File: src/ybmc_pkg.sv
// Shared types and constants for the YUYV to BGR mirror converter.
// No dependencies; imported by every module in src.
package ybmc_pkg;

	localparam int LINE_PAIRS_MAX = 512;
	localparam int COL_W          = $clog2(LINE_PAIRS_MAX);
	localparam int ADDR_W         = COL_W + 1;
	localparam int STORE_DEPTH    = 2 * LINE_PAIRS_MAX;
	localparam int LEN_W          = 10;
	localparam int CFG_IDX_W      = 1;
	localparam int CFG_DATA_W     = LEN_W;
	localparam int CH_W           = 8;
	localparam int WORD_W         = 4 * CH_W;
	localparam int ARITH_W        = 19;

	localparam int COEF_RV = 359;
	localparam int COEF_GU = 88;
	localparam int COEF_GV = 183;
	localparam int COEF_BU = 454;

	typedef enum logic [CFG_IDX_W-1:0] {
		REG_REFLECT_ENABLE = 1'b0,
		REG_LINE_PAIRS     = 1'b1
	} cfg_reg_t;

	typedef struct packed {
		logic [CH_W-1:0] red;
		logic [CH_W-1:0] green;
		logic [CH_W-1:0] blue;
	} bgr_pixel_t;

endpackage

File: src/ybmc_pixel_cvt.sv
// One-pixel YUV to BGR conversion: fixed-point coefficients, floor shift, clamp.
// Depends on ybmc_pkg.
module ybmc_pixel_cvt
	import ybmc_pkg::*;
(
	input  logic [CH_W-1:0] y_luma,
	input  logic [CH_W-1:0] u_chroma,
	input  logic [CH_W-1:0] v_chroma,
	output bgr_pixel_t      pixel
);

	localparam logic signed [ARITH_W-1:0] K_RV = ARITH_W'(COEF_RV);
	localparam logic signed [ARITH_W-1:0] K_GU = ARITH_W'(COEF_GU);
	localparam logic signed [ARITH_W-1:0] K_GV = ARITH_W'(COEF_GV);
	localparam logic signed [ARITH_W-1:0] K_BU = ARITH_W'(COEF_BU);

	logic signed [CH_W-1:0]    du;
	logic signed [CH_W-1:0]    dv;
	logic signed [ARITH_W-1:0] du_x;
	logic signed [ARITH_W-1:0] dv_x;
	logic signed [ARITH_W-1:0] ys;
	logic signed [ARITH_W-1:0] sum_b;
	logic signed [ARITH_W-1:0] sum_g;
	logic signed [ARITH_W-1:0] sum_r;

	function automatic logic [CH_W-1:0] clamp_shr(input logic signed [ARITH_W-1:0] s);
		logic signed [ARITH_W-1:0] q;
		q = s >>> CH_W;
		if (q < 0) begin
			return '0;
		end else if (q > ARITH_W'(255)) begin
			return '1;
		end
		return q[CH_W-1:0];
	endfunction

	// offset-binary to two's complement: x - 128
	assign du   = {~u_chroma[CH_W-1], u_chroma[CH_W-2:0]};
	assign dv   = {~v_chroma[CH_W-1], v_chroma[CH_W-2:0]};
	assign du_x = ARITH_W'(du);
	assign dv_x = ARITH_W'(dv);
	assign ys   = $signed({{(ARITH_W-2*CH_W){1'b0}}, y_luma, {CH_W{1'b0}}});

	assign sum_b = ys + K_BU * du_x;
	assign sum_g = ys - K_GU * du_x - K_GV * dv_x;
	assign sum_r = ys + K_RV * dv_x;

	assign pixel.blue  = clamp_shr(sum_b);
	assign pixel.green = clamp_shr(sum_g);
	assign pixel.red   = clamp_shr(sum_r);

endmodule

File: config.mk
export PLATFORM = sky130hd
export DESIGN_NAME = ybmc_pixel_cvt
export DESIGN_NICKNAME = d
export VERILOG_FILES = /design/src/ybmc_pkg.sv /design/src/ybmc_pixel_cvt.sv
export SDC_FILE = /design/constraint.sdc
export NUM_CORES = 1
export LEC_CHECK = 0
export BUFFER_PORTS_ARGS = -buffer_cell sky130_fd_sc_hd__buf_2
export CAP_MARGIN = 30
export CORE_MARGIN = 4
export CORE_UTILIZATION = 37
export DETAILED_ROUTE_END_ITERATION = 16
export GPL_TIMING_DRIVEN = 0
export PLACE_DENSITY = 0.55
export SLEW_MARGIN = 15
export SYNTH_ARGS = -nofsm -noshare
export SYNTH_HDL_FRONTEND = slang
export SYNTH_SLANG_ARGS = --single-unit
export TNS_END_PERCENT = 30
File: constraint.sdc
create_clock -name vclk -period 12.1
set_input_delay 2.42 -clock vclk [all_inputs]
set_output_delay 2.42 -clock vclk [all_outputs]
set_load 0.01 [all_outputs]
==> flow_metrics.py, run 1 <==
metrics = {
    "critical_path": {
        "crit_family": "adder cells",
        "startpoint_type": "input port",
        "path_common_cell": "fa_1",
        "criticalPathCategory": "in -> out",
        "arrival_ps": 8630,
        "cp_max_fo": 7,
        "slowest_stage": "fa_1",
        "endpoint_kind": "output port",
        "slowest_delay_ps": 540,
        "required_ps": 9680,
        "cp.buffers_inverters": 4,
    },
    "layout": {
        "mostFrequentLayoutCells": "ha_1, inv_1, fa_1, buf_2, a21oi_1",
        "mostFrequentLayoutCell": "ha_1",
        "fin_cells": 930,
        "n_sequential_cell": 0,
        "drive_gt1_share_pct": 9.10,
        "area_growth_pct": 8.59,
        "diodes": 0,
        "seqCellArea_sq_um": 0,
        "nFillCells": 1592,
        "final_nets": 987,
        "n_clock_buffer": 0,
    },
    "floorplan": {
        "core_region_area_sq_um": 15800,
        "die-area_sq_um": 18100,
        "die_h_um": 135,
        "std_cell_rows": 46,
        "start_util_pct": 37.5,
        "io_pins": 48,
        "die_w_um": 135,
    },
    "route": {
        "wl_um": 12300,
        "via_count": 4506,
        "first_iter_violations": 94,
        "wl_per_cell_um": 13.2,
        "dr.pass1.iters": 6,
        "drc": 0,
        "route.antenna.remaining_nets": 0,
        "vias_per_cell": 4.85,
    },
    "placement": {
        "dp_hpwl_um": 11400,
        "gp_congestion": 0.868,
        "dp.cells": 930,
        "io_buffers": 48,
    },
    "timing": {
        "maxSlewViolCount": 0,
        "tightest_slew_ps": 542,
        "finalSetupViolations": 0,
        "period_share_pct": 91.3,
        "relSlewSlack_pct": 63.7,
        "rsz0062_at_grt": "no",
        "max_freq_ghz": 0.0905,
        "post-route-min-period_ps": 11050,
        "hold_violations": 0,
        "timing.setup.tns_ps": 0,
    },
    "synth": {
        "synth_fp_nets": 937,
        "synth_area_per_cell_sq_um": 8.92,
        "syn-instance-count": 666,
        "synth_area_sq_um": 5940,
        "synth.top_cell.area_share_pct": 35.6,
        "synth_area_leaders": "ha_1, fa_1, inv_1",
        "yosysTopAreaCell": "ha_1",
        "yosys_warnings": 0,
        "yosysUniqueCellTypes": 52,
        "ys_seq_area_share_pct": 0,
    },
    "grt": {
        "grt_pass1_wl_um": 21600,
        "grt_overflow": 0,
        "grt_max_degree": 14,
        "grt_util_all_layers_pct": 14.1,
        "grt_pass1_vias": 4725,
        "antenna_found_initial": 0,
    },
    "status": {
        "outcome": "finished clean",
    },
    "clock_network": {
        "hold_buffers": 0,
        "cts-resized-gates": 0,
        "postCtsSetupRepairBufs": 0,
    },
    "job": {
        "maxCapViolCount": 0,
    },
    "worst_hold_path": {
        "hold_path_class": "in -> out",
    },
}
-- metal layers --
metal / up-vias / GRT usage (%) / wire, um
li1: 2280 / - / -
met1: 2162 / 18.7 / 5730
met2: 54 / 26.2 / 6150
met3: 10 / 0.410 / 217
met4: 0 / 1.70 / 156
met5: - / 0 / 0
-- synth_stat cells, drive strengths merged --
cell type and count:
mux2i 1, a31oi 6, buf 1, inv 166
nor4 2, and2b 2, o211ai 4, and2 4
xor2 13, o21a 13, a21oi 40, xnor2 28
nand4bb 1, o21ai 22, nor3b 1, o41ai 1
o22ai 2, or2 4, nand2 19, or4b 1
o311ai 1, a311oi 2, nor3 9, or3 1
ha 169, a31o 2, nand4 1, and3 2
nor2b 6, and4 1, a21boi 5, a221oi 1
o21bai 4, fa 78, a21o 8, nand2b 4
nand3 7, a211o 1, o31a 1, o31ai 1
a211oi 2, nor2 29
-- kinds of logic after synthesis --
group,synth area share [%]
fa+ha+maj,61.9
buf+inv,10.6
compound gates,13.1
simple gates,8.05
xor+xnor,6.17
mux,0.169
-- metrics by stage --
stage	instance area (sq um)	hold WS (ps)	utilization, %	setup slack [ps]
finish	6450	5430	40.8	1050
CTS	6450	5440	40.8	1020
global placement	6450	5440	40.8	1100
floorplan	5940	5170	-	1840
global route	6450	5470	40.8	718
detailed placement	6450	5430	40.8	1040
-- layout make-up --
class	count	area (sq um)	area share, %
well taps	216	270	4.19
inverters	166	623	9.66
repair buffers	48	240	3.72
plain buffers	1	5.00	0.0776
multi-input cells	499	5310	82.3
-- worst paths after layout --
kind	cells past startpoint	from	to
hold / removal	5	y_luma[0]	pixel[0]
setup / recovery	25	u_chroma[0]	pixel[8]
Power of run 1 is not shown: default switching activity piles up to over one toggle a cycle in this logic, so the estimate is an artifact.
==> run 2: changes to the inputs <==
--- a/config.mk
+++ b/config.mk
@@ -8,10 +8,10 @@
 export BUFFER_PORTS_ARGS = -buffer_cell sky130_fd_sc_hd__buf_2
 export CAP_MARGIN = 30
 export CORE_MARGIN = 4
-export CORE_UTILIZATION = 37
+export CORE_UTILIZATION = 30
 export DETAILED_ROUTE_END_ITERATION = 16
 export GPL_TIMING_DRIVEN = 0
-export PLACE_DENSITY = 0.55
+export PLACE_DENSITY = 0.47
 export SLEW_MARGIN = 15
 export SYNTH_ARGS = -nofsm -noshare
 export SYNTH_HDL_FRONTEND = slang
==> flow_metrics.py, run 2 (synthesis results as in run 1) <==
metrics = {
    "status": {
        "outcome": "finished clean",
    },
    "timing": {
        "post-route-min-period_ps": 11060,
        "period_share_pct": 91.4,
        "max_freq_ghz": 0.0904,
        "maxSlewViolCount": 0,
        "finalSetupViolations": 0,
        "tightest_slew_ps": 536,
        "relSlewSlack_pct": 64.1,
        "rsz0062_at_grt": "no",
        "hold_violations": 0,
        "timing.setup.tns_ps": 0,
    },
    "route": {
        "vias_per_cell": 4.44,
        "wl_um": 12500,
        "via_count": 4346,
        "drc": 0,
        "wl_per_cell_um": 12.8,
        "route.antenna.remaining_nets": 0,
        "dr.pass1.iters": 4,
        "first_iter_violations": 88,
    },
    "placement": {
        "dp_hpwl_um": 11700,
        "gp_congestion": 0.773,
        "place_area_sq_um": 6510,
        "io_buffers": 48,
    },
    "clock_network": {
        "cts-resized-gates": 0,
        "postCtsSetupRepairBufs": 0,
        "hold_buffers": 0,
    },
    "floorplan": {
        "core_region_area_sq_um": 19500,
        "start_util_pct": 30.5,
        "std_cell_rows": 51,
        "die-area_sq_um": 22100,
        "die_w_um": 149,
        "io_pins": 48,
        "die_h_um": 149,
    },
    "layout": {
        "seqCellArea_sq_um": 0,
        "n_sequential_cell": 0,
        "n_clock_buffer": 0,
        "area_growth_pct": 9.63,
        "fin_area_sq_um": 6510,
        "fin_util_pct": 33.5,
        "mostFrequentLayoutCells": "ha_1, inv_1, fa_1, buf_2, a21oi_1",
        "diodes": 0,
        "final_nets": 987,
        "mostFrequentLayoutCell": "ha_1",
        "drive_gt1_share_pct": 9.10,
        "nFillCells": 2105,
    },
    "critical_path": {
        "endpoint_kind": "output port",
        "startpoint_type": "input port",
        "cp_max_fo": 7,
        "arrival_ps": 8640,
        "criticalPathCategory": "in -> out",
        "required_ps": 9680,
    },
    "job": {
        "maxCapViolCount": 0,
    },
    "grt": {
        "grt_max_degree": 14,
        "grt_util_all_layers_pct": 12.0,
        "grt_pass1_wl_um": 22300,
        "grt_overflow": 0,
        "grt_pass1_vias": 4775,
        "antenna_found_initial": 0,
    },
    "worst_hold_path": {
        "hold_path_class": "in -> out",
        "hold_depth": 5,
    },
}
[run 2: through the flow]
stage | hold WS, ps | instances | setup WS, ps
6_report | 5430 | 979 | 1040
5_1_grt | 5510 | 979 | 556
3_3_place_gp | 5460 | 979 | 960
4_1_cts | 5450 | 979 | 904
2_1_floorplan | 5170 | 666 | 1840
3_5_place_dp | 5450 | 979 | 935
[run 2: path summary, 6_finish.rpt]
| path | from | endpoint | slack [ps] |
|---|---|---|---|
| hold / removal | y_luma[0] | pixel[0] | 5430 |
| setup / recovery | u_chroma[1] | pixel[14] | 1040 |
[run 2: layout make-up]
| cell class | count | area [sq um] | area share [%] |
|---|---|---|---|
| buffer | 1 | 5.00 | 0.0769 |
| inverter | 166 | 623 | 9.57 |
| tap | 265 | 332 | 5.09 |
| multi-input combinational | 499 | 5310 | 81.6 |
| timing repair buffer | 48 | 240 | 3.69 |
[run 2: critical path, cell delays in order]
cell and delay, ps:
buf_2 170, ha_1 330, fa_1 480, ha_1 350
nor2b_1 150, o21ai_1 160, a21boi_1 110, o21ai_1 170
a21boi_1 110, nor2_1 230, fa_1 460, fa_1 530
fa_1 530, fa_1 550, inv_1 40, ha_1 320
o21a_1 130, o21a_1 120, a21oi_1 80, o31ai_1 350
xor2_1 490, o21a_1 200, buf_2 130
[run 2: metal layers]
metal / GRT usage (%) / routed length, um
met1: 16.7 / 6180
met2: 21.8 / 6110
met3: 0.488 / 234
met4: 0.185 / 14
met5: 0 / 0
Power of run 2 is left out for the same reason.
==> run 3: changes to the inputs <==
--- a/config.mk
+++ b/config.mk
@@ -5,13 +5,14 @@
 export SDC_FILE = /design/constraint.sdc
 export NUM_CORES = 1
 export LEC_CHECK = 0
+export ABC_AREA = 1
 export BUFFER_PORTS_ARGS = -buffer_cell sky130_fd_sc_hd__buf_2
 export CAP_MARGIN = 30
 export CORE_MARGIN = 4
 export CORE_UTILIZATION = 30
 export DETAILED_ROUTE_END_ITERATION = 16
 export GPL_TIMING_DRIVEN = 0
-export PLACE_DENSITY = 0.47
+export PLACE_DENSITY = 0.46
 export SLEW_MARGIN = 15
 export SYNTH_ARGS = -nofsm -noshare
 export SYNTH_HDL_FRONTEND = slang
==> flow_metrics.py, run 3 <==
metrics = {
    "critical_path": {
        "startpoint_type": "input port",
        "arrival_ps": 8510,
        "required_ps": 9680,
        "endpoint_kind": "output port",
        "slowest_delay_ps": 550,
        "criticalPathCategory": "in -> out",
        "slowest_stage": "fa_1",
        "cp_max_fo": 8,
        "path_common_cell": "fa_1",
    },
    "floorplan": {
        "die-area_sq_um": 24400,
        "io_pins": 48,
        "core_region_area_sq_um": 21800,
        "start_util_pct": 30.3,
        "die_w_um": 156,
        "std_cell_rows": 54,
        "die_h_um": 156,
    },
    "synth": {
        "synth_most_common_cell": "inv_1",
        "syn-instance-count": 885,
        "synth_area_per_cell_sq_um": 7.46,
        "ys_seq_area_share_pct": 0,
        "synth_fp_nets": 1156,
        "yosys_warnings": 0,
        "synth_area_sq_um": 6600,
        "synth.top_cell.area_share_pct": 32.0,
        "synthTopCellsByCount": "inv_1, ha_1, nand2_1",
        "synth_area_leaders": "ha_1, fa_1, inv_1",
        "yosysTopAreaCell": "ha_1",
        "yosysUniqueCellTypes": 29,
    },
    "layout": {
        "mostFrequentLayoutCell": "inv_1",
        "nFillCells": 2419,
        "area_growth_pct": 8.94,
        "final_nets": 1206,
        "diodes": 0,
        "n_sequential_cell": 0,
        "n_clock_buffer": 0,
        "mostFrequentLayoutCells": "inv_1, ha_1, nand2_1, fa_1, a21oi_1",
        "multi_input_area_sq_um": 5730,
        "seqCellArea_sq_um": 0,
        "drive_gt1_share_pct": 6.75,
    },
    "route": {
        "wl_um": 14900,
        "first_iter_violations": 156,
        "dr.pass1.iters": 4,
        "wl_per_cell_um": 12.3,
        "vias_per_cell": 4.45,
        "via_count": 5397,
        "drc": 0,
        "route.antenna.remaining_nets": 0,
    },
    "worst_hold_path": {
        "hold_path_class": "in -> out",
    },
    "placement": {
        "gp_congestion": 0.796,
        "dp_hpwl_um": 13900,
        "io_buffers": 48,
        "place_ws_ps": 1110,
    },
    "grt": {
        "grt_util_all_layers_pct": 12.6,
        "grt_pass1_vias": 5479,
        "grt_overflow": 0,
        "grt_pass1_wl_um": 26000,
        "grt_max_degree": 11,
        "antenna_found_initial": 0,
    },
    "job": {
        "maxCapViolCount": 0,
    },
    "timing": {
        "hold_violations": 0,
        "maxSlewViolCount": 0,
        "setup_slack_ps": 1170,
        "relSlewSlack_pct": 66.4,
        "timing.setup.tns_ps": 0,
        "max_freq_ghz": 0.0915,
        "tightest_slew_ps": 503,
        "post-route-min-period_ps": 10930,
        "period_share_pct": 90.3,
        "finalSetupViolations": 0,
        "rsz0062_at_grt": "no",
    },
    "clock_network": {
        "cts-resized-gates": 0,
        "postCtsSetupRepairBufs": 0,
        "hold_buffers": 0,
    },
    "status": {
        "outcome": "finished clean",
    },
}
-- run 3: changes by cell type after synthesis, moves of 7 or more --
cell / before / now
o21ai_0: 8 / 20
nand3_1: 6 / 36
inv_1: 165 / 232
nand2_1: 19 / 161
o21ai_1: 13 / 0
nor2_1: 29 / 36
a21oi_1: 37 / 58
-- run 3: per-stage QoR --
stage / utilization [%] / hold WS (ps) / cells / area [sq um]
after floorplan: - / 5090 / 885 / 6600
after global placement: 33.1 / 5450 / 1213 / 7190
after detailed placement: 33.1 / 5450 / 1213 / 7190
after CTS: 33.1 / 5450 / 1213 / 7190
after global routing: 33.1 / 5500 / 1213 / 7190
final: 33.1 / 5420 / 1213 / 7190
-- run 3: critical path: cells and delay by family --
family          cells  cell delay, ps
compound gates      7            1460
xor+xnor            1             160
fa+ha+maj           8            3540
buf+inv             6             520
simple gates        4             390
-- run 3: path summary, 6_finish.rpt --
path                     from   endpoint  slack, ps  cells past startpoint
setup / recovery  u_chroma[2]   pixel[9]       1170                     26
hold / removal    v_chroma[7]  pixel[23]       5420                      7
-- run 3: metal layers --
| metal | vias to the layer above | share of wire, % | GRT usage, % |
|---|---|---|---|
| met3 | 4 | 1.3 | 0.249 |
| met4 | 0 | 0.75 | 0.826 |
| met2 | 45 | 47 | 22.0 |
| met5 | - | 0 | 0 |
| li1 | 2863 | - | - |
| met1 | 2485 | 51 | 18.1 |
-- run 3: cell type report --
type | instances | share of cell area, %
Tap cell | 280 | 4.87
Timing Repair Buffer | 48 | 3.34
Buffer | 1 | 0.0522
Multi-Input combinational cell | 652 | 79.6
Inverter | 232 | 12.1
-- run 3: kinds of logic after synthesis --
logic type / Yosys count / synth area share, %
AO/OA/AOI/OAI: 100 / 8.43
buffers and inverters: 233 / 13.2
adder cells (fa/ha/maj): 247 / 55.7
AND/OR/NAND/NOR: 266 / 17.5
XOR/XNOR: 39 / 5.17
Power of run 3 is left out for the same reason.
